`config.mk`:
```
export PLATFORM = sky130hd
export DESIGN_NAME = edge_interrupt_register_file
export DESIGN_NICKNAME = d
export VERILOG_FILES = /design/src/sv/eirf_pkg.sv /design/src/sv/eirf_ram.sv /design/src/sv/eirf_irq_unit.sv /design/src/sv/edge_interrupt_register_file.sv
export SDC_FILE = /design/constraint.sdc
export NUM_CORES = 1
export LEC_CHECK = 0
export BUFFER_PORTS_ARGS = -buffer_cell sky130_fd_sc_hd__buf_2
export CORE_MARGIN = 8
export CORE_UTILIZATION = 35
export DETAILED_ROUTE_END_ITERATION = 8
export REMOVE_ABC_BUFFERS = 1
export SKIP_LAST_GASP = 1
export SLEW_MARGIN = 30
export SYNTH_ARGS = -nofsm -noshare
export SYNTH_HDL_FRONTEND = slang
export SYNTH_SLANG_ARGS = --single-unit
```
`constraint.sdc`:
```
create_clock -name clk -period 4.2 [get_ports clk]
set_input_delay 0 -clock clk [delete_from_list [all_inputs] [get_ports clk]]
set_output_delay 0 -clock clk [all_outputs]
set_load 0.005 [all_outputs]
```
`src/sv/eirf_pkg.sv`:
```
// Shared types, constants and helper functions for the edge interrupt register file.
package eirf_pkg;

  // Item kinds
  localparam logic [2:0] MODE_WRITE = 3'd0;
  localparam logic [2:0] MODE_READ  = 3'd1;
  localparam logic [2:0] MODE_PIN   = 3'd2;
  localparam logic [2:0] MODE_TICK  = 3'd3;
  localparam logic [2:0] MODE_ACK   = 3'd4;

  // Interrupt sources
  localparam logic [1:0] SRC_TIMER  = 2'd0;
  localparam logic [1:0] SRC_ONE_HZ = 2'd1;
  localparam logic [1:0] SRC_INT1   = 2'd2;
  localparam logic [1:0] SRC_INT2   = 2'd3;

  // Register file geometry and the interrupt register address
  localparam int unsigned REG_DEPTH  = 32;
  localparam int unsigned REG_AW     = $clog2(REG_DEPTH);
  localparam logic [7:0]  INT_REG_ADDR = 8'd20;

  // Tick dividers
  localparam logic [4:0] FAST_DIVIDE = 5'd20;
  localparam logic [5:0] SLOW_DIVIDE = 6'd50;

  typedef struct packed {
    logic [2:0] mode;
    logic [7:0] reg_address;
    logic [7:0] write_data;
    logic [1:0] int_source;
  } in_word_t;

  typedef struct packed {
    logic [7:0] read_data;
    logic       irq_pending;
  } out_word_t;

  // Interrupt state seen by a pin event
  typedef struct packed {
    logic [3:0] levels;
    logic [3:0] latches;
    logic       flag;
  } pin_state_t;

  // Request from the top level to the interrupt unit
  typedef struct packed {
    logic       fire;
    logic [2:0] mode;
    logic       int_addr;
    logic [7:0] write_data;
    logic [1:0] int_source;
  } irq_req_t;

  // Response from the interrupt unit for the item being accepted
  typedef struct packed {
    logic       irq;
    logic [7:0] int_byte;
  } irq_rsp_t;

  // Toggle a source level and latch a falling edge
  function automatic pin_state_t pin_event(pin_state_t s, logic [1:0] src);
    logic [3:0] bitmask;
    logic [3:0] lvl;
    pin_state_t r;
    bitmask = 4'b0001 << src;
    lvl     = s.levels ^ bitmask;
    r       = s;
    if ((lvl & bitmask) == 4'b0000) begin
      r.latches = s.latches | bitmask;
    end
    if (src != SRC_INT2) begin
      r.levels = lvl;
    end
    if (r.latches != 4'b0000) begin
      r.flag = 1'b1;
    end
    return r;
  endfunction

  // Interleave levels (even bits) and latches (odd bits)
  function automatic logic [7:0] pack_int(logic [3:0] levels, logic [3:0] latches);
    logic [7:0] v;
    for (int i = 0; i < 4; i++) begin
      v[2*i]   = levels[i];
      v[2*i+1] = latches[i];
    end
    return v;
  endfunction

endpackage

```
`src/sv/eirf_ram.sv`:
```
// Generic single-write, single-read memory with a registered read port.
module eirf_ram #(
  parameter int unsigned WIDTH = 8,
  parameter int unsigned DEPTH = 32
) (
  input  logic                     clk,
  input  logic                     we,
  input  logic [$clog2(DEPTH)-1:0] waddr,
  input  logic [WIDTH-1:0]         wdata,
  input  logic                     re,
  input  logic [$clog2(DEPTH)-1:0] raddr,
  output logic [WIDTH-1:0]         rdata
);

  logic [WIDTH-1:0] mem [DEPTH];

  // Write port
  always_ff @(posedge clk) begin
    if (we) begin
      mem[waddr] <= wdata;
    end
  end

  // Registered read, held while not enabled
  always_ff @(posedge clk) begin
    if (re) begin
      rdata <= mem[raddr];
    end
  end

endmodule

```
`src/sv/eirf_irq_unit.sv`:
```
// Interrupt levels, edge latches, pending flag and tick dividers.
module eirf_irq_unit (
  input  logic                clk,
  input  logic                rst,
  input  eirf_pkg::irq_req_t  req,
  output eirf_pkg::irq_rsp_t  rsp
);
  import eirf_pkg::*;

  pin_state_t st;
  pin_state_t st_next;
  logic [4:0] fast_count;
  logic [4:0] fast_count_next;
  logic [5:0] second_count;
  logic [5:0] second_count_next;
  logic [4:0] fast_inc;
  logic [5:0] second_inc;
  logic [3:0] clear_mask;

  assign fast_inc   = fast_count + 5'd1;
  assign second_inc = second_count + 6'd1;
  assign clear_mask = {req.write_data[7], req.write_data[5],
                       req.write_data[3], req.write_data[1]};

  // Work out the state after the item
  always_comb begin
    st_next           = st;
    fast_count_next   = fast_count;
    second_count_next = second_count;
    unique case (req.mode)
      MODE_WRITE: begin
        if (req.int_addr) begin
          st_next.latches = st.latches & ~clear_mask;
        end
      end
      MODE_READ: begin
        if (req.int_addr) begin
          st_next.levels = st.levels ^ 4'b1111;
        end
      end
      MODE_PIN: begin
        st_next = pin_event(st, req.int_source);
      end
      MODE_TICK: begin
        if (fast_inc == FAST_DIVIDE) begin
          fast_count_next = 5'd0;
          if (second_inc == SLOW_DIVIDE) begin
            second_count_next = 6'd0;
            st_next           = pin_event(st, SRC_ONE_HZ);
          end else begin
            second_count_next = second_inc;
          end
        end else begin
          fast_count_next = fast_inc;
        end
      end
      MODE_ACK: begin
        st_next.flag = 1'b0;
      end
      default: begin
        st_next = st;
      end
    endcase
  end

  // Result fields for the item
  assign rsp.irq      = (req.mode == MODE_ACK) ? st.flag : st_next.flag;
  assign rsp.int_byte = pack_int(st_next.levels, st_next.latches);

  // Advance the state on each accepted word
  always_ff @(posedge clk) begin
    if (rst) begin
      st           <= '0;
      fast_count   <= '0;
      second_count <= '0;
    end else if (req.fire) begin
      st           <= st_next;
      fast_count   <= fast_count_next;
      second_count <= second_count_next;
    end
  end

endmodule

```
`src/sv/edge_interrupt_register_file.sv`:
```
// Top level: register memory, interrupt unit and the result pipeline.
// One result word per input word. The byte memory is read at the acceptance
// edge and its registered data lands in the output register after the memory
// stage. The sustained rate is one word per clock while the output is not
// stalled; the byte memory serves the one access each word needs, and
// the interrupt state lives in flip-flops updated in the acceptance cycle.
// in_stall is raised only when the memory stage and the output register are
// both full and the output is stalled. Plain reads of the 32 register bytes
// return zero after reset until written, tracked by one valid bit each.
module edge_interrupt_register_file (
  input  logic                 clk,
  input  logic                 rst,
  input  logic                 in_valid,
  output logic                 in_stall,
  input  eirf_pkg::in_word_t   in_data,
  output logic                 out_valid,
  input  logic                 out_stall,
  output eirf_pkg::out_word_t  out_data
);
  import eirf_pkg::*;

  logic              accept;
  logic              int_addr;
  logic              s1_valid;
  logic              s1_ram;
  logic              s1_hit;
  logic [7:0]        s1_rd;
  logic              s1_irq;
  logic              s1_adv;
  logic              ram_we;
  logic              ram_re;
  logic [REG_AW-1:0] ram_addr;
  logic [7:0]        ram_wdata;
  logic [7:0]        ram_rdata;
  logic [REG_DEPTH-1:0] reg_valid;
  irq_req_t          irq_req;
  irq_rsp_t          irq_rsp;

  assign s1_adv   = !out_valid || !out_stall;
  assign in_stall = s1_valid && !s1_adv;
  assign accept   = in_valid && !in_stall;
  assign int_addr = (in_data.reg_address == INT_REG_ADDR);
  assign ram_addr = in_data.reg_address[REG_AW-1:0];

  // Interrupt unit request
  assign irq_req.fire       = accept;
  assign irq_req.mode       = in_data.mode;
  assign irq_req.int_addr   = int_addr;
  assign irq_req.write_data = in_data.write_data;
  assign irq_req.int_source = in_data.int_source;

  eirf_irq_unit u_irq (
    .clk (clk),
    .rst (rst),
    .req (irq_req),
    .rsp (irq_rsp)
  );

  // Memory access: plain writes, snapshot of the interrupt register, plain reads
  assign ram_we    = accept && ((in_data.mode == MODE_WRITE) ||
                                ((in_data.mode == MODE_READ) && int_addr));
  assign ram_wdata = (in_data.mode == MODE_WRITE) ? in_data.write_data
                                                  : irq_rsp.int_byte;
  assign ram_re    = accept && (in_data.mode == MODE_READ) && !int_addr;

  eirf_ram #(
    .WIDTH (8),
    .DEPTH (REG_DEPTH)
  ) u_ram (
    .clk   (clk),
    .we    (ram_we),
    .waddr (ram_addr),
    .wdata (ram_wdata),
    .re    (ram_re),
    .raddr (ram_addr),
    .rdata (ram_rdata)
  );

  // Mark bytes written since reset
  always_ff @(posedge clk) begin
    if (rst) begin
      reg_valid <= '0;
    end else if (ram_we) begin
      reg_valid[ram_addr] <= 1'b1;
    end
  end

  // Memory stage: fill when empty, hold a waiting word while the output is stalled
  always_ff @(posedge clk) begin
    if (rst) begin
      s1_valid <= 1'b0;
    end else if (s1_adv || !s1_valid) begin
      s1_valid <= accept;
    end
  end

  always_ff @(posedge clk) begin
    if (accept) begin
      s1_ram <= ram_re;
      s1_hit <= reg_valid[ram_addr];
      s1_irq <= irq_rsp.irq;
      s1_rd  <= ((in_data.mode == MODE_READ) && int_addr) ? irq_rsp.int_byte : 8'd0;
    end
  end

  // Output register
  always_ff @(posedge clk) begin
    if (rst) begin
      out_valid <= 1'b0;
    end else if (s1_adv) begin
      out_valid <= s1_valid;
    end
  end

  always_ff @(posedge clk) begin
    if (s1_adv && s1_valid) begin
      out_data.read_data   <= s1_ram ? (s1_hit ? ram_rdata : 8'd0) : s1_rd;
      out_data.irq_pending <= s1_irq;
    end
  end

endmodule

```
==> parameters.txt, run 1 <==
Parameter                              Value

Global routing
  Number of antenna violations at the first check in global routing ... 0
  Overall routing resource usage ... 0.135
  Global-route wire length before repair ... 46.4 mm
  Gr ovfl total ... 0
  Largest net degree at the start of global routing ... 41
  Number of global-route vias before repair ... ~7.3k

CTS
  H-tree depth ... 2
  Num CTS Buffers ... 34
  Clk Latency, worst-skew pair ... 0.51 ns
  Root Buffer Master ... sky130_fd_sc_hd__clkbuf_16
  Clock slew at reported path FFs ... 0.06 ns
  Maximum buffer depth of the clock tree ... 3
  Count of instances resized after the clock tree is built ... 0
  Clk sink count ... 338
  Clock tree from TritonCTS ... yes
  # Post-CTS Setup Buffers ... 0
  CTS Hold Buffers Added ... 10

Hold path
  Path class of the lowest-slack min-delay path ... input port to flip-flop
  Hold Path Origin ... in_data[20]

Timing
  Worst clock skew ... 0.0156 ns
  Final Critical Period ... 3.11 ns
  Slew at the pin with the worst max-slew slack ... roughly 0.80 ns
  Fin. Hold Viols ... 0
  Unrepaired setup endpoints after global routing ... no
  Setup tns final ... 0 ns
  Final setup fails ... 0
  Count of final max-slew check failures ... 0
  Top achievable clock speed ... about 320 MHz
  Worst slew margin relative to its limit ... 0.463
  Worst hold slack after final layout ... between 0.03 and 0.04 ns
  Final period utilization ... 0.742

Floorplanning
  Die boundary width ... around 210 um
  Die H ... 213 um
  Initial Utilization ... 0.354
  Standard-cell row count ... 72
  Die area ... 0.0454 mm2
  Core area ... between 0.03 and 0.04 mm2
  IO Pins ... 36

Critical path
  Critical path destination ... u_ram.mem[28][2]$_DFFE_PP_
  Worst setup path startpoint ... in_data[18]
  Slack of the worst reg-to-reg path ... ~1.4 ns
  End of the worst register-to-register path ... u_ram.mem[1][2]$_DFFE_PP_
  CP Cell Sequence ... dlygate4sd3_1, buf_2, nor3b_1, nand4_1, a21oi_2, nand2_1, nor2_1
  Family with the most delay on the worst path ... simple AND/OR/NAND/NOR gates
  Endpoint class of the critical path ... flip-flop
  Startpoint type of the worst setup path ... input port
  Critical Path Slowest Stage Cell ... sky130_fd_sc_hd__nor2_1
  Type of the setup path with the least slack ... input port to flip-flop
  Delay of the slowest cell on the worst path ... ~0.75 ns
  Arrival time of the worst setup path ... 3.25 ns
  Worst R2R Start ... u_irq.fast_count[0]$_SDFFE_PP0P_
  Buffering stage count on the worst path with inverters included ... 2
  Largest fanout on the critical path ... 15
  Required arrival time at the worst endpoint ... roughly 4.3 ns
  Cell count of the worst reg-to-reg path ... 8
  Instance count on the critical path ... 7

Logic synthesis
  Area share of the largest cell type after synthesis ... 0.627
  Most used standard cell by instance count after synthesis ... sky130_fd_sc_hd__edfxtp_1
  Most instantiated flip-flop cell in the synthesis netlist ... sky130_fd_sc_hd__edfxtp_1
  Leading post-synthesis cells by instance count ... 284 x sky130_fd_sc_hd__edfxtp_1, 75 x sky130_fd_sc_hd__nor2_1, 72 x sky130_fd_sc_hd__mux4_2, 54 x sky130_fd_sc_hd__dfxtp_1, 41 x sky130_fd_sc_hd__a22oi_1
  Syn. warnings ... 0
  Number of distinct library cells after synthesis ... 57
  Cell type with the largest total area after synthesis ... sky130_fd_sc_hd__edfxtp_1
  Register bit count reported by yosys ... roughly 340
  Fraction of synthesis flops using an asynchronous set or reset pin ... 0
  Count of flip-flops with a built-in enable after synthesis ... about 280
  Cells after Synth ... ~800
  Fraction of the yosys area taken by sequential cells ... 0.707
  Main area contributors after synthesis ... sky130_fd_sc_hd__edfxtp_1 63%, sky130_fd_sc_hd__mux4_2 12%, sky130_fd_sc_hd__dfxtp_1 7.9%
  Post-Syn Area ... around 0.014 mm2
  Mapped Avg Cell Area ... around 17 um2

Flow run
  Max-cap check violation count ... 0

Routing
  Routed wire per std cell ... ~22 um
  Residual antenna-violating net count after detailed routing ... 0
  Total wire length after detailed routing ... 30.6 mm
  Via total after detailed routing ... roughly 7.5k
  Number of DRC markers in iteration 0 ... 764
  Post-detailed-route via-to-cell ratio ... between 5 and 6
  Final routed DRC violation total ... 0
  Detailed-router iteration count before antenna repair ... 5

Cells and area
  Area growth syn-to-layout ... 14.9%
  Nets@finish ... ~910
  Ratio of cells with drive above 1 in the final layout ... 0.219
  Number of diodes added for antenna fixing ... 0

Pwr
  Leakage ... 4.96 nW
  Cell area power density ... between 400 and 500 mW/mm2
  Largest vdd supply drop ... 0.000244 V
  Overall power after layout ... between 6 and 7 mW

Placement
  Number of input and output port buffers inserted ... 35
  Post-detail-place hpwl ... approximately 20 mm
  Final weighted congestion in routability-driven placement ... 0.847

Outcome
  Outcome ... completed
## per-layer routing
metal,global-route usage,part of all wire
met2,0.209,0.46
met5,0,0
met1,0.193,0.45
met4,0.0390,0.022
met3,0.0229,0.068
## final cells by class
cell class                      count  area [um2]
Clock buffer                       47         971
Clock inverter                     13         119
Sequential cell                   338        9610
Fill cell                        3439       22800
Timing Repair Buffer               63         415
Inverter                           22        82.6
Tap cell                          518         648
Multi-Input combinational cell    417        3790
## power breakdown
part | internal (mW) | switching, mW | leakage [nW]
combinational | 0.114 | 0.214 | 1.45
clock | 1.74 | 1.21 | 0.538
sequential | 3.66 | 0.00806 | 2.97
total | 5.52 | 1.43 | 4.96
## cells by family (layout without fill, tap and decap cells)
kind of cell	after synthesis	count (layout)	synth area share
buf+inv	62	145	0.0182
flops	338	338	0.707
compound gates	148	148	0.0780
fa+ha+maj	7	7	0.00644
simple gates	183	183	0.0668
mux	74	74	0.121
xor+xnor	5	5	0.00322
## worst register-to-register path, stage by stage, from the launching register on
cell	delay [ns]
sky130_fd_sc_hd__dfxtp_1	0.48
sky130_fd_sc_hd__ha_1	0.37
sky130_fd_sc_hd__or3b_1	0.39
sky130_fd_sc_hd__o41ai_2	0.09
sky130_fd_sc_hd__nand3_1	0.23
sky130_fd_sc_hd__nor2_1	0.20
sky130_fd_sc_hd__a41o_1	0.19
sky130_fd_sc_hd__a22o_1	0.12
sky130_fd_sc_hd__buf_4	0.41
## layout by cell type (no fill, tap or decap), drive strengths merged, types with 6 or more instances in the layout
| master | instances |
|---|---|
| a22oi | 41 |
| dfxtp | 54 |
| ha | 7 |
| a21oi | 20 |
| nor3 | 13 |
| nand4 | 13 |
| edfxtp | 284 |
| mux4 | 72 |
| a31oi | 8 |
| nor2 | 75 |
| nand3 | 13 |
| inv | 22 |
| o21a | 33 |
| nand2 | 29 |
| clkinv | 11 |
| dlygate4sd3 | 10 |
| buf | 53 |
| or3 | 6 |
| clkbuf | 47 |
| o21ai | 18 |
## how the worst min path moves through the flow
stage / endpoint / cells past startpoint / slack [ns]
floorplan: s1_valid$_SDFFE_PP0N_ / 1 / 0.07
global placement: out_valid$_SDFFE_PP0P_ / 3 / 0.26
detailed placement: out_valid$_SDFFE_PP0P_ / 3 / 0.28
CTS: u_irq.fast_count[0]$_SDFFE_PP0P_ / 5 / 0.01
global route: s1_rd[5]$_SDFFCE_PN0P_ / 4 / 0.06
finish: u_irq.fast_count[0]$_SDFFE_PP0P_ / 5 / 0.03
## through the flow
step | util | std cells | setup slack (ns) | cell area (um2)
6_report | 0.406 | 1418 | 1.09 | 15600
5_1_grt | 0.406 | 1418 | 0.860 | 15600
4_1_cts | 0.406 | 1418 | 1.09 | 15600
3_5_place_dp | 0.375 | 1348 | 0.950 | 14400
3_3_place_gp | 0.375 | 1348 | 1.11 | 14400
2_1_floorplan | - | 777 | 1.11 | 13400
## state kept, by name, indices dropped and copies added (netlist names)
register	cells
out_valid	1
u_irq.second_count	6
reg_valid	32
u_ram.mem	256
s1_hit	1
u_irq.st	9
s1_irq	1
s1_ram	1
s1_valid	1
out_data	9
u_ram.rdata	8
u_irq.fast_count	5
s1_rd	8
Note: power is estimated with default switching activity, not from simulation.
==> run 2, diff against run 1 <==
--- a/config.mk
+++ b/config.mk
@@ -5,6 +5,7 @@
 export SDC_FILE = /design/constraint.sdc
 export NUM_CORES = 1
 export LEC_CHECK = 0
+export ABC_AREA = 1
 export BUFFER_PORTS_ARGS = -buffer_cell sky130_fd_sc_hd__buf_2
 export CORE_MARGIN = 8
 export CORE_UTILIZATION = 35
==> constraint.sdc (replaced) <==
create_clock -name clk -period 2.51 [get_ports clk]
set_input_delay 0 -clock clk [delete_from_list [all_inputs] [get_ports clk]]
set_output_delay 0 -clock clk [all_outputs]
set_load 0.005 [all_outputs]
==> run 2 against run 1 <==
  * Utilization up 0.84 points
  * Critical path depth increased by 7
  * Global-route usage is 1.1 points higher
  * First-iteration DRC count down 8.0%
  * Via count rose by 19%
==> parameters.txt, run 2 <==
Parameter                              Value

Timing
  Worst slew margin relative to its limit ... 0.486 (was 0.463)
  Unrepaired setup endpoints after global routing ... no (unchanged)
  Top achievable clock speed ... approximately 430 MHz
  Final setup fails ... 0 (unchanged)
  Slew at the pin with the worst max-slew slack ... 0.771 ns (was 0.803 ns)
  Final period utilization ... 0.921
  Worst hold slack after final layout ... 0.0506 ns (was 0.0342 ns)
  Count of final max-slew check failures ... 0 (unchanged)
  Setup slack of the critical path after layout ... 0.198 ns (was 1.09 ns)
  Setup tns final ... 0 ns (unchanged)
  Final Critical Period ... about 2.3 ns
  Worst clock skew ... 0.0208 ns (was 0.0156 ns)
  Fin. Hold Viols ... 0 (unchanged)

Routing
  Routed wire per std cell ... 19.5 um (was 21.6 um)
  Detailed-router iteration count before antenna repair ... 7 (was 5)
  Final routed DRC violation total ... 0 (unchanged)
  Total wire length after detailed routing ... 34.0 mm (was 30.6 mm)
  Via total after detailed routing ... 8956 (was 7547)
  Post-detailed-route via-to-cell ratio ... 5.14 (was 5.32)
  Residual antenna-violating net count after detailed routing ... 0 (unchanged)
  Number of DRC markers in iteration 0 ... 703 (was 764)

CTS
  Clock slew at reported path FFs ... 0.06 ns (about the same)
  Maximum buffer depth of the clock tree ... 3 (unchanged)
  Clk Latency, worst-skew pair ... 0.52 ns (was 0.51 ns)
  Root Buffer Master ... sky130_fd_sc_hd__clkbuf_16 (unchanged)
  Num CTS Buffers ... 34 (unchanged)
  Clk sink count ... 338 (unchanged)
  H-tree depth ... 2 (unchanged)
  Clock tree from TritonCTS ... yes (unchanged)

Logic synthesis
  Post-Syn Area ... 0.0136 mm2 (about the same)
  Most instantiated flip-flop cell in the synthesis netlist ... sky130_fd_sc_hd__edfxtp_1 (unchanged)
  Leading post-synthesis cells by instance count ... 284 x sky130_fd_sc_hd__edfxtp_1, 182 x sky130_fd_sc_hd__nand2_1, 132 x sky130_fd_sc_hd__inv_1, 118 x sky130_fd_sc_hd__a22oi_1, 83 x sky130_fd_sc_hd__a21oi_1 (was 284 x sky130_fd_sc_hd__edfxtp_1, 75 x sky130_fd_sc_hd__nor2_1, 72 x sky130_fd_sc_hd__mux4_2, 54 x sky130_fd_sc_hd__dfxtp_1, 41 x sky130_fd_sc_hd__a22oi_1)
  Cells after Synth ... 1111 (was 817)
  Fraction of the yosys area taken by sequential cells ... 0.706 (was 0.707)
  Mapped Avg Cell Area ... 12.2 um2 (was 16.6 um2)
  Count of flip-flops with a built-in enable after synthesis ... 284 (unchanged)
  Syn. warnings ... 0 (unchanged)
  Fraction of synthesis flops using an asynchronous set or reset pin ... 0 (unchanged)
  Area share of the largest cell type after synthesis ... 0.627 (about the same)
  Register bit count reported by yosys ... 338 (unchanged)
  Cell type with the largest total area after synthesis ... sky130_fd_sc_hd__edfxtp_1 (unchanged)
  Number of distinct library cells after synthesis ... 41 (was 57)
  Most used standard cell by instance count after synthesis ... sky130_fd_sc_hd__edfxtp_1 (unchanged)
  Main area contributors after synthesis ... sky130_fd_sc_hd__edfxtp_1 63%, sky130_fd_sc_hd__dfxtp_1 7.9%, sky130_fd_sc_hd__a22oi_1 6.5% (was sky130_fd_sc_hd__edfxtp_1 63%, sky130_fd_sc_hd__mux4_2 12%, sky130_fd_sc_hd__dfxtp_1 7.9%)

Critical path
  Buffering stage count on the worst path with inverters included ... 3 (was 2)
  Endpoint class of the critical path ... flip-flop (unchanged)
  Critical Path Most Common Cell ... sky130_fd_sc_hd__nand2_1
  Required arrival time at the worst endpoint ... 2.77 ns (was 4.34 ns)
  Startpoint type of the worst setup path ... flip-flop (was input port)
  Critical Path Slowest Stage Cell ... sky130_fd_sc_hd__dfxtp_1 (was sky130_fd_sc_hd__nor2_1)
  Largest fanout on the critical path ... 16 (was 15)
  CP Cell Sequence ... ha_1, inv_1, nand2_1, nand2_1, nor2_1, nand3_1, nor2_1, buf_4, nand3_1, nand3_1, nand2_1, nand2_1, o21ai_4, buf_12 (was dlygate4sd3_1, buf_2, nor3b_1, nand4_1, a21oi_2, nand2_1, nor2_1)
  Delay of the slowest cell on the worst path ... 0.41 ns (was 0.75 ns)
  Type of the setup path with the least slack ... flip-flop to flip-flop (was input port to flip-flop)
  Arrival time of the worst setup path ... 2.57 ns (was 3.25 ns)
  Family with the most delay on the worst path ... simple AND/OR/NAND/NOR gates (unchanged)

Global routing
  Overall routing resource usage ... 0.145 (was 0.135)
  Number of global-route vias before repair ... 8575 (was 7267)
  Number of antenna violations at the first check in global routing ... 0 (unchanged)
  Gr ovfl total ... 0 (unchanged)
  Global-route wire length before repair ... 50.8 mm (was 46.4 mm)
  Largest net degree at the start of global routing ... 69 (was 41)

Pwr
  Overall power after layout ... 12.1 mW (was 6.95 mW)
  Switching fraction of total power ... 0.217 (was 0.206)
  Sequential fraction of design power ... 0.513 (was 0.528)
  Leakage ... 5.92 nW (was 4.96 nW)
  Logic pwr share ... 0.065 (was 0.047)
  Cell area power density ... 760 mW/mm2 (was 445 mW/mm2)
  Largest vdd supply drop ... 0.000387 V (was 0.000244 V)
  Cell internal pwr ... 9.49 mW (was 5.52 mW)
  Portion of total power attributed to the clock network ... 0.421 (was 0.425)
  Net Sw Power ... 2.63 mW (was 1.43 mW)

Placement
  Setup slack at placement ... 0.0444 ns (was 0.950 ns)
  Post-detail-place hpwl ... 21.5 mm (was 20.0 mm)
  Number of input and output port buffers inserted ... 35 (unchanged)
  Final weighted congestion in routability-driven placement ... 0.878 (was 0.847)

Floorplanning
  Standard-cell row count ... 72 (unchanged)
  Die boundary width ... 213 um (about the same)
  IO Pins ... 36 (unchanged)
  Core area ... 0.0385 mm2 (unchanged)
  Die area ... 0.0454 mm2 (about the same)
  Initial Utilization ... 0.354 (about the same)
  Die H ... 213 um (about the same)

Cells and area
  Nets@finish ... 1231 (was 908)
  Final core utilization ... 0.415 (was 0.406)
  Commonest cells after routing, fill and taps aside ... 284 x sky130_fd_sc_hd__edfxtp_1, 182 x sky130_fd_sc_hd__nand2_1, 131 x sky130_fd_sc_hd__inv_1, 118 x sky130_fd_sc_hd__a22oi_1, 83 x sky130_fd_sc_hd__a21oi_1 (was 284 x sky130_fd_sc_hd__edfxtp_1, 75 x sky130_fd_sc_hd__nor2_1, 72 x sky130_fd_sc_hd__mux4_2, 54 x sky130_fd_sc_hd__dfxtp_1, 41 x sky130_fd_sc_hd__a22oi_1)
  Number of diodes added for antenna fixing ... 0 (unchanged)
  Largest registers ... u_ram.mem x256, reg_valid x32 (unchanged)
  Max FFs per register ... 256 (unchanged)
  Area growth syn-to-layout ... 17.3% (was 14.9%)
  Leading cell type in the layout, fill and taps excluded ... sky130_fd_sc_hd__edfxtp_1 (unchanged)
  Ratio of cells with drive above 1 in the final layout ... 0.144 (was 0.219)
  Reg with most FFs ... u_ram.mem (unchanged)

Outcome
  Outcome ... completed (unchanged)

Hold path
  Path class of the lowest-slack min-delay path ... input port to flip-flop (unchanged)

Flow run
  Max-cap check violation count ... 0 (unchanged)
[run 2: changes by cell type after synthesis, sizes merged, moves of 11 or more]
cell,previous run,this run
a21oi,20,83
a22oi,41,118
inv,21,137
mux4,72,0
nand2,29,187
nand3,13,24
nor2,75,51
o21a,33,7
o21ai,18,45
[run 2: worst reg2reg max path: stages, from the launching register on]
cell and delay [ns]:
sky130_fd_sc_hd__dfxtp_1 0.41, sky130_fd_sc_hd__ha_1 0.24, sky130_fd_sc_hd__inv_1 0.06, sky130_fd_sc_hd__nand2_1 0.05
sky130_fd_sc_hd__nand2_1 0.07, sky130_fd_sc_hd__nor2_1 0.09, sky130_fd_sc_hd__nand3_1 0.11, sky130_fd_sc_hd__nor2_1 0.14
sky130_fd_sc_hd__buf_4 0.14, sky130_fd_sc_hd__nand3_1 0.08, sky130_fd_sc_hd__nand3_1 0.09, sky130_fd_sc_hd__nand2_1 0.05
sky130_fd_sc_hd__nand2_1 0.25, sky130_fd_sc_hd__o21ai_4 0.11, sky130_fd_sc_hd__buf_12 0.17
[run 2: final timing paths]
check | depth (start not counted) | slack, ns | start | end
worst min register to register | 0 | 0.42 | s1_irq$_DFFE_PP_ | out_data[0]$_DFFE_PP_
worst max-delay path | 14 | 0.20 | u_irq.second_count[1]$_SDFFE_PP0P_ | u_ram.mem[22][2]$_DFFE_PP_
worst max register to register | 14 | 0.20 | u_irq.second_count[1]$_SDFFE_PP0P_ | u_ram.mem[22][2]$_DFFE_PP_
worst min-delay path | 6 | 0.05 | in_data[9] | u_irq.st[4]$_SDFFE_PP0P_
[run 2: timing repair]
item	CTS	global route
setup buffers	0	2
endpoints found under the setup margin	0	32
resized for setup	0	1
hold buffers	2	0
hold endpoints to repair	2	0
[run 2: cell type report]
type / instances / area, um2
repair buffers: 90 / 693
clock inverters: 14 / 145
multi-input cells: 597 / 3360
clock buffers: 47 / 983
flip-flops and latches: 338 / 9610
fillers: 3586 / 22500
well taps: 518 / 648
inverters: 138 / 518
[run 2: kinds of logic after synthesis]
kind of cell / Yosys count / synth area share
buffers and inverters: 177 / 0.0512
DFF: 338 / 0.706
xor gates and xnor gates: 3 / 0.00193
and+or+nand+nor: 301 / 0.0988
adders and majority gates: 7 / 0.00644
AOI/OAI and AO/OA: 285 / 0.135
[run 2: power by group through the flow]
stage / registers, mW / logic [mW] / clock network, mW
finish: 6.22 / 0.790 / 5.11
floorplan: 6.35 / 0.364 / 0
global placement: 6.34 / 0.747 / 0
CTS: 6.22 / 0.766 / 5.18
detailed placement: 6.34 / 0.762 / 0
global route: 6.23 / 0.859 / 5.37
[run 2: through the flow]
stage          cell area (um2)  std cells
2_1_floorplan            13400       1072
3_3_place_gp             14700       1676
3_5_place_dp             14800       1676
4_1_cts                  15900       1739
5_1_grt                  16000       1742
6_report                 16000       1742
[run 2: metal layers]
layer / part of all wire / up-vias / GRT usage / routed length (um)
met4: 0.021 / 0 / 0.0364 / 727
met3: 0.051 / 49 / 0.0217 / 1730
met2: 0.50 / 259 / 0.249 / 16900
met1: 0.43 / 4447 / 0.192 / 14600
met5: 0 / - / 0 / 0
li1: - / 4201 / - / -
==> run 3, diff against run 2 <==
--- a/config.mk
+++ b/config.mk
@@ -7,9 +7,11 @@
 export LEC_CHECK = 0
 export ABC_AREA = 1
 export BUFFER_PORTS_ARGS = -buffer_cell sky130_fd_sc_hd__buf_2
+export CORE_ASPECT_RATIO = 1.1
 export CORE_MARGIN = 8
-export CORE_UTILIZATION = 35
+export CORE_UTILIZATION = 55
 export DETAILED_ROUTE_END_ITERATION = 8
+export PLACE_DENSITY = 0.74
 export REMOVE_ABC_BUFFERS = 1
 export SKIP_LAST_GASP = 1
 export SLEW_MARGIN = 30
==> run 3 against run 2 <==
  * Total power down 4.5%
  * Clock skew fell by 0.0061 ns
  * First-iteration DRC count up 32%
  * Hold slack lost 0.040 ns
  * Final cell count is 13% lower
  * Critical endpoint is now u_ram.mem[25][3]$_DFFE_PP_
  * Register-to-register slack about the same
==> parameters.txt, run 3 (synthesized netlist as in run 2, its figures left out) <==
Parameter                              Value

Pwr
  Overall power after layout ... 11.6 mW (was 12.1 mW)
  Portion of total power attributed to the clock network ... 0.397 (was 0.421)
  Switching fraction of total power ... 0.219 (was 0.217)
  Largest vdd supply drop ... 0.000581 V (was 0.000387 V)
  Cell internal pwr ... 9.05 mW (was 9.49 mW)
  Cell area power density ... 747 mW/mm2 (was 760 mW/mm2)
  Leakage ... 5.79 nW (was 5.92 nW)
  Sequential fraction of design power ... 0.538 (was 0.513)
  Logic pwr share ... 0.066 (was 0.065)
  Net Sw Power ... 2.54 mW (was 2.63 mW)

Floorplanning
  Standard-cell row count ... 60 (was 72)
  IO Pins ... 36 (unchanged)
  Die H ... 181 um (was 213 um)
  Initial Utilization ... 0.557 (was 0.354)
  Die boundary width ... 166 um (was 213 um)
  Core area ... 0.0244 mm2 (was 0.0385 mm2)
  Die area ... 0.0300 mm2 (was 0.0454 mm2)

Cells and area
  Max FFs per register ... 256 (unchanged)
  Leading cell type in the layout, fill and taps excluded ... sky130_fd_sc_hd__edfxtp_1 (unchanged)
  Post-layout instance count excluding filler cells ... 1520 (was 1742)
  Ratio of cells with drive above 1 in the final layout ... 0.125 (was 0.144)
  Area growth syn-to-layout ... 14.1% (was 17.3%)
  Largest registers ... u_ram.mem x256, reg_valid x32 (unchanged)
  Commonest cells after routing, fill and taps aside ... 284 x sky130_fd_sc_hd__edfxtp_1, 182 x sky130_fd_sc_hd__nand2_1, 131 x sky130_fd_sc_hd__inv_1, 118 x sky130_fd_sc_hd__a22oi_1, 83 x sky130_fd_sc_hd__a21oi_1 (unchanged)
  Nets@finish ... 1216 (was 1231)
  Reg with most FFs ... u_ram.mem (unchanged)

CTS
  Count of instances resized after the clock tree is built ... 0 (unchanged)
  Clk Latency, worst-skew pair ... 0.58 ns (was 0.52 ns)
  Clk sink count ... 338 (unchanged)
  Maximum buffer depth of the clock tree ... 3 (unchanged)
  Clock tree from TritonCTS ... yes (unchanged)
  Root Buffer Master ... sky130_fd_sc_hd__clkbuf_16 (unchanged)
  H-tree depth ... 1 (was 2)
  Clock slew at reported path FFs ... 0.06 ns (about the same)
  # Post-CTS Setup Buffers ... 0 (unchanged)
  Num CTS Buffers ... 31 (was 34)

Timing
  Slew at the pin with the worst max-slew slack ... 0.811 ns (was 0.771 ns)
  Final Critical Period ... 2.31 ns (about the same)
  Fin. Hold Viols ... 0 (unchanged)
  Worst clock skew ... 0.0147 ns (was 0.0208 ns)
  Count of final max-slew check failures ... 0 (unchanged)
  Worst hold slack after final layout ... 0.0109 ns (was 0.0506 ns)
  Top achievable clock speed ... 432 MHz (was 433 MHz)
  Final period utilization ... 0.921 (about the same)
  Worst slew margin relative to its limit ... 0.460 (was 0.486)
  Final setup fails ... 0 (unchanged)
  Unrepaired setup endpoints after global routing ... no (unchanged)

Critical path
  Type of the setup path with the least slack ... flip-flop to flip-flop (unchanged)
  Arrival time of the worst setup path ... 2.72 ns (was 2.57 ns)
  End of the worst register-to-register path ... u_ram.mem[25][3]$_DFFE_PP_ (was u_ram.mem[22][2]$_DFFE_PP_)
  CP Cell Sequence ... ha_1, inv_1, nand2_1, nand2_1, nor2_1, nand3_1, nor2_1, nand3_1, nand2_1, nand2_1, nand3_1, nand2_1, o21ai_2, buf_12 (was ha_1, inv_1, nand2_1, nand2_1, nor2_1, nand3_1, nor2_1, buf_4, nand3_1, nand3_1, nand2_1, nand2_1, o21ai_4, buf_12)
  Startpoint type of the worst setup path ... flip-flop (unchanged)
  Largest fanout on the critical path ... 32 (was 16)
  Critical Path Slowest Stage Cell ... sky130_fd_sc_hd__dfxtp_1 (unchanged)
  Critical Path Most Common Cell ... sky130_fd_sc_hd__nand2_1 (unchanged)
  Worst setup path startpoint ... u_irq.second_count[0]$_SDFFE_PP0P_ (was u_irq.second_count[1]$_SDFFE_PP0P_)
  Endpoint class of the critical path ... flip-flop (unchanged)
  Required arrival time at the worst endpoint ... 2.91 ns (was 2.77 ns)
  Critical path destination ... u_ram.mem[25][3]$_DFFE_PP_ (was u_ram.mem[22][2]$_DFFE_PP_)
  Cell count of the worst reg-to-reg path ... 14 (unchanged)
  Delay of the slowest cell on the worst path ... 0.46 ns (was 0.41 ns)
  Slack of the worst reg-to-reg path ... 0.20 ns (about the same)
  Worst R2R Start ... u_irq.second_count[0]$_SDFFE_PP0P_ (was u_irq.second_count[1]$_SDFFE_PP0P_)

Placement
  Final weighted congestion in routability-driven placement ... 0.925 (was 0.878)
  Placed Cells ... 1452 (was 1676)
  Post-detail-place hpwl ... 20.3 mm (was 21.5 mm)
  Number of input and output port buffers inserted ... 35 (unchanged)

Routing
  Via total after detailed routing ... 8963 (was 8956)
  Final routed DRC violation total ... 0 (unchanged)
  Total wire length after detailed routing ... 31.8 mm (was 34.0 mm)
  Routed wire per std cell ... 20.9 um (was 19.5 um)
  Post-detailed-route via-to-cell ratio ... 5.90 (was 5.14)
  Detailed-router iteration count before antenna repair ... 5 (was 7)
  Residual antenna-violating net count after detailed routing ... 0 (unchanged)
  Number of DRC markers in iteration 0 ... 929 (was 703)

Global routing
  Number of antenna violations at the first check in global routing ... 1 (was 0)
  Number of global-route vias before repair ... 8889 (was 8575)
  Global-route wire length before repair ... 49.3 mm (was 50.8 mm)
  Largest net degree at the start of global routing ... 40 (was 69)
  Gr ovfl total ... 0 (unchanged)
  Overall routing resource usage ... 0.209 (was 0.145)

Hold path
  Path class of the lowest-slack min-delay path ... input port to flip-flop (unchanged)

Outcome
  Outcome ... completed (unchanged)

Flow run
  Max-cap check violation count ... 0 (unchanged)
==> run 3: critical path, delay by kind of cell, from the launching register on <==
kind,cells,cell delay [ns]
DFF,1,0.46
AOI/OAI and AO/OA,1,0.09
adders and majority gates,1,0.25
buffers and inverters,2,0.25
and+or+nand+nor,10,1.07
==> run 3: worst min-delay path by stage <==
stage	cells after the start	endpoint	slack, ns	startpoint
6_report	7	u_irq.st[0]$_SDFFE_PP0P_	0.01	in_data[18]
5_1_grt	5	reg_valid[17]$_SDFFE_PP0P_	0.03	in_data[13]
4_1_cts	7	u_irq.st[0]$_SDFFE_PP0P_	0.001	in_data[18]
3_5_place_dp	3	out_valid$_SDFFE_PP0P_	0.29	out_stall
3_3_place_gp	3	out_valid$_SDFFE_PP0P_	0.29	out_stall
2_1_floorplan	1	out_valid$_SDFFE_PP0P_	0.07	rst
==> run 3: cell type report <==
cell class,count,area [um2]
inverters,138,518
multi-input cells,596,3330
well taps,310,388
clock inverters,13,128
repair buffers,79,666
diodes,1,2.50
flip-flops and latches,338,9610
fillers,1809,8880
clock buffers,45,868
==> run 3: repair_timing <==
| action | 4_1_cts | 5_1_grt |
|---|---|---|
| endpoints found under the hold margin | 71 | 0 |
| endpoints found under the setup margin | 0 | 0 |
| hold buffers | 9 | 0 |
==> run 3: per-layer routing <==
layer  GRT usage  part of all wire  routed length (um)  vias up
met5           0                 0                   0        -
li1            -                 -                   -     4180
met3      0.0286             0.074                2350       79
met4       0.101             0.045                1430        0
met1       0.260              0.39               12500     4324
met2       0.356              0.49               15500      380
==> run 3: stage by stage <==
| stage | setup slack [ns] | util | area [um2] | TNS, ns |
|---|---|---|---|---|
| after floorplan | -0.889 | - | 13400 | -101.55 |
| after global placement | 0.311 | 0.591 | 14400 | 0 |
| after detailed placement | 0.265 | 0.591 | 14400 | 0 |
| after CTS | 0.232 | 0.636 | 15500 | 0 |
| after global routing | 0.0229 | 0.636 | 15500 | 0 |
| final | 0.197 | 0.636 | 15500 | 0 |
==> run 3: power groups by stage <==
stage	logic [mW]	registers, mW	clock network, mW
CTS	0.763	6.22	4.65
detailed placement	0.748	6.35	0
finish	0.763	6.23	4.59
floorplan	0.364	6.35	0
global route	0.827	6.23	4.86
global placement	0.736	6.34	0
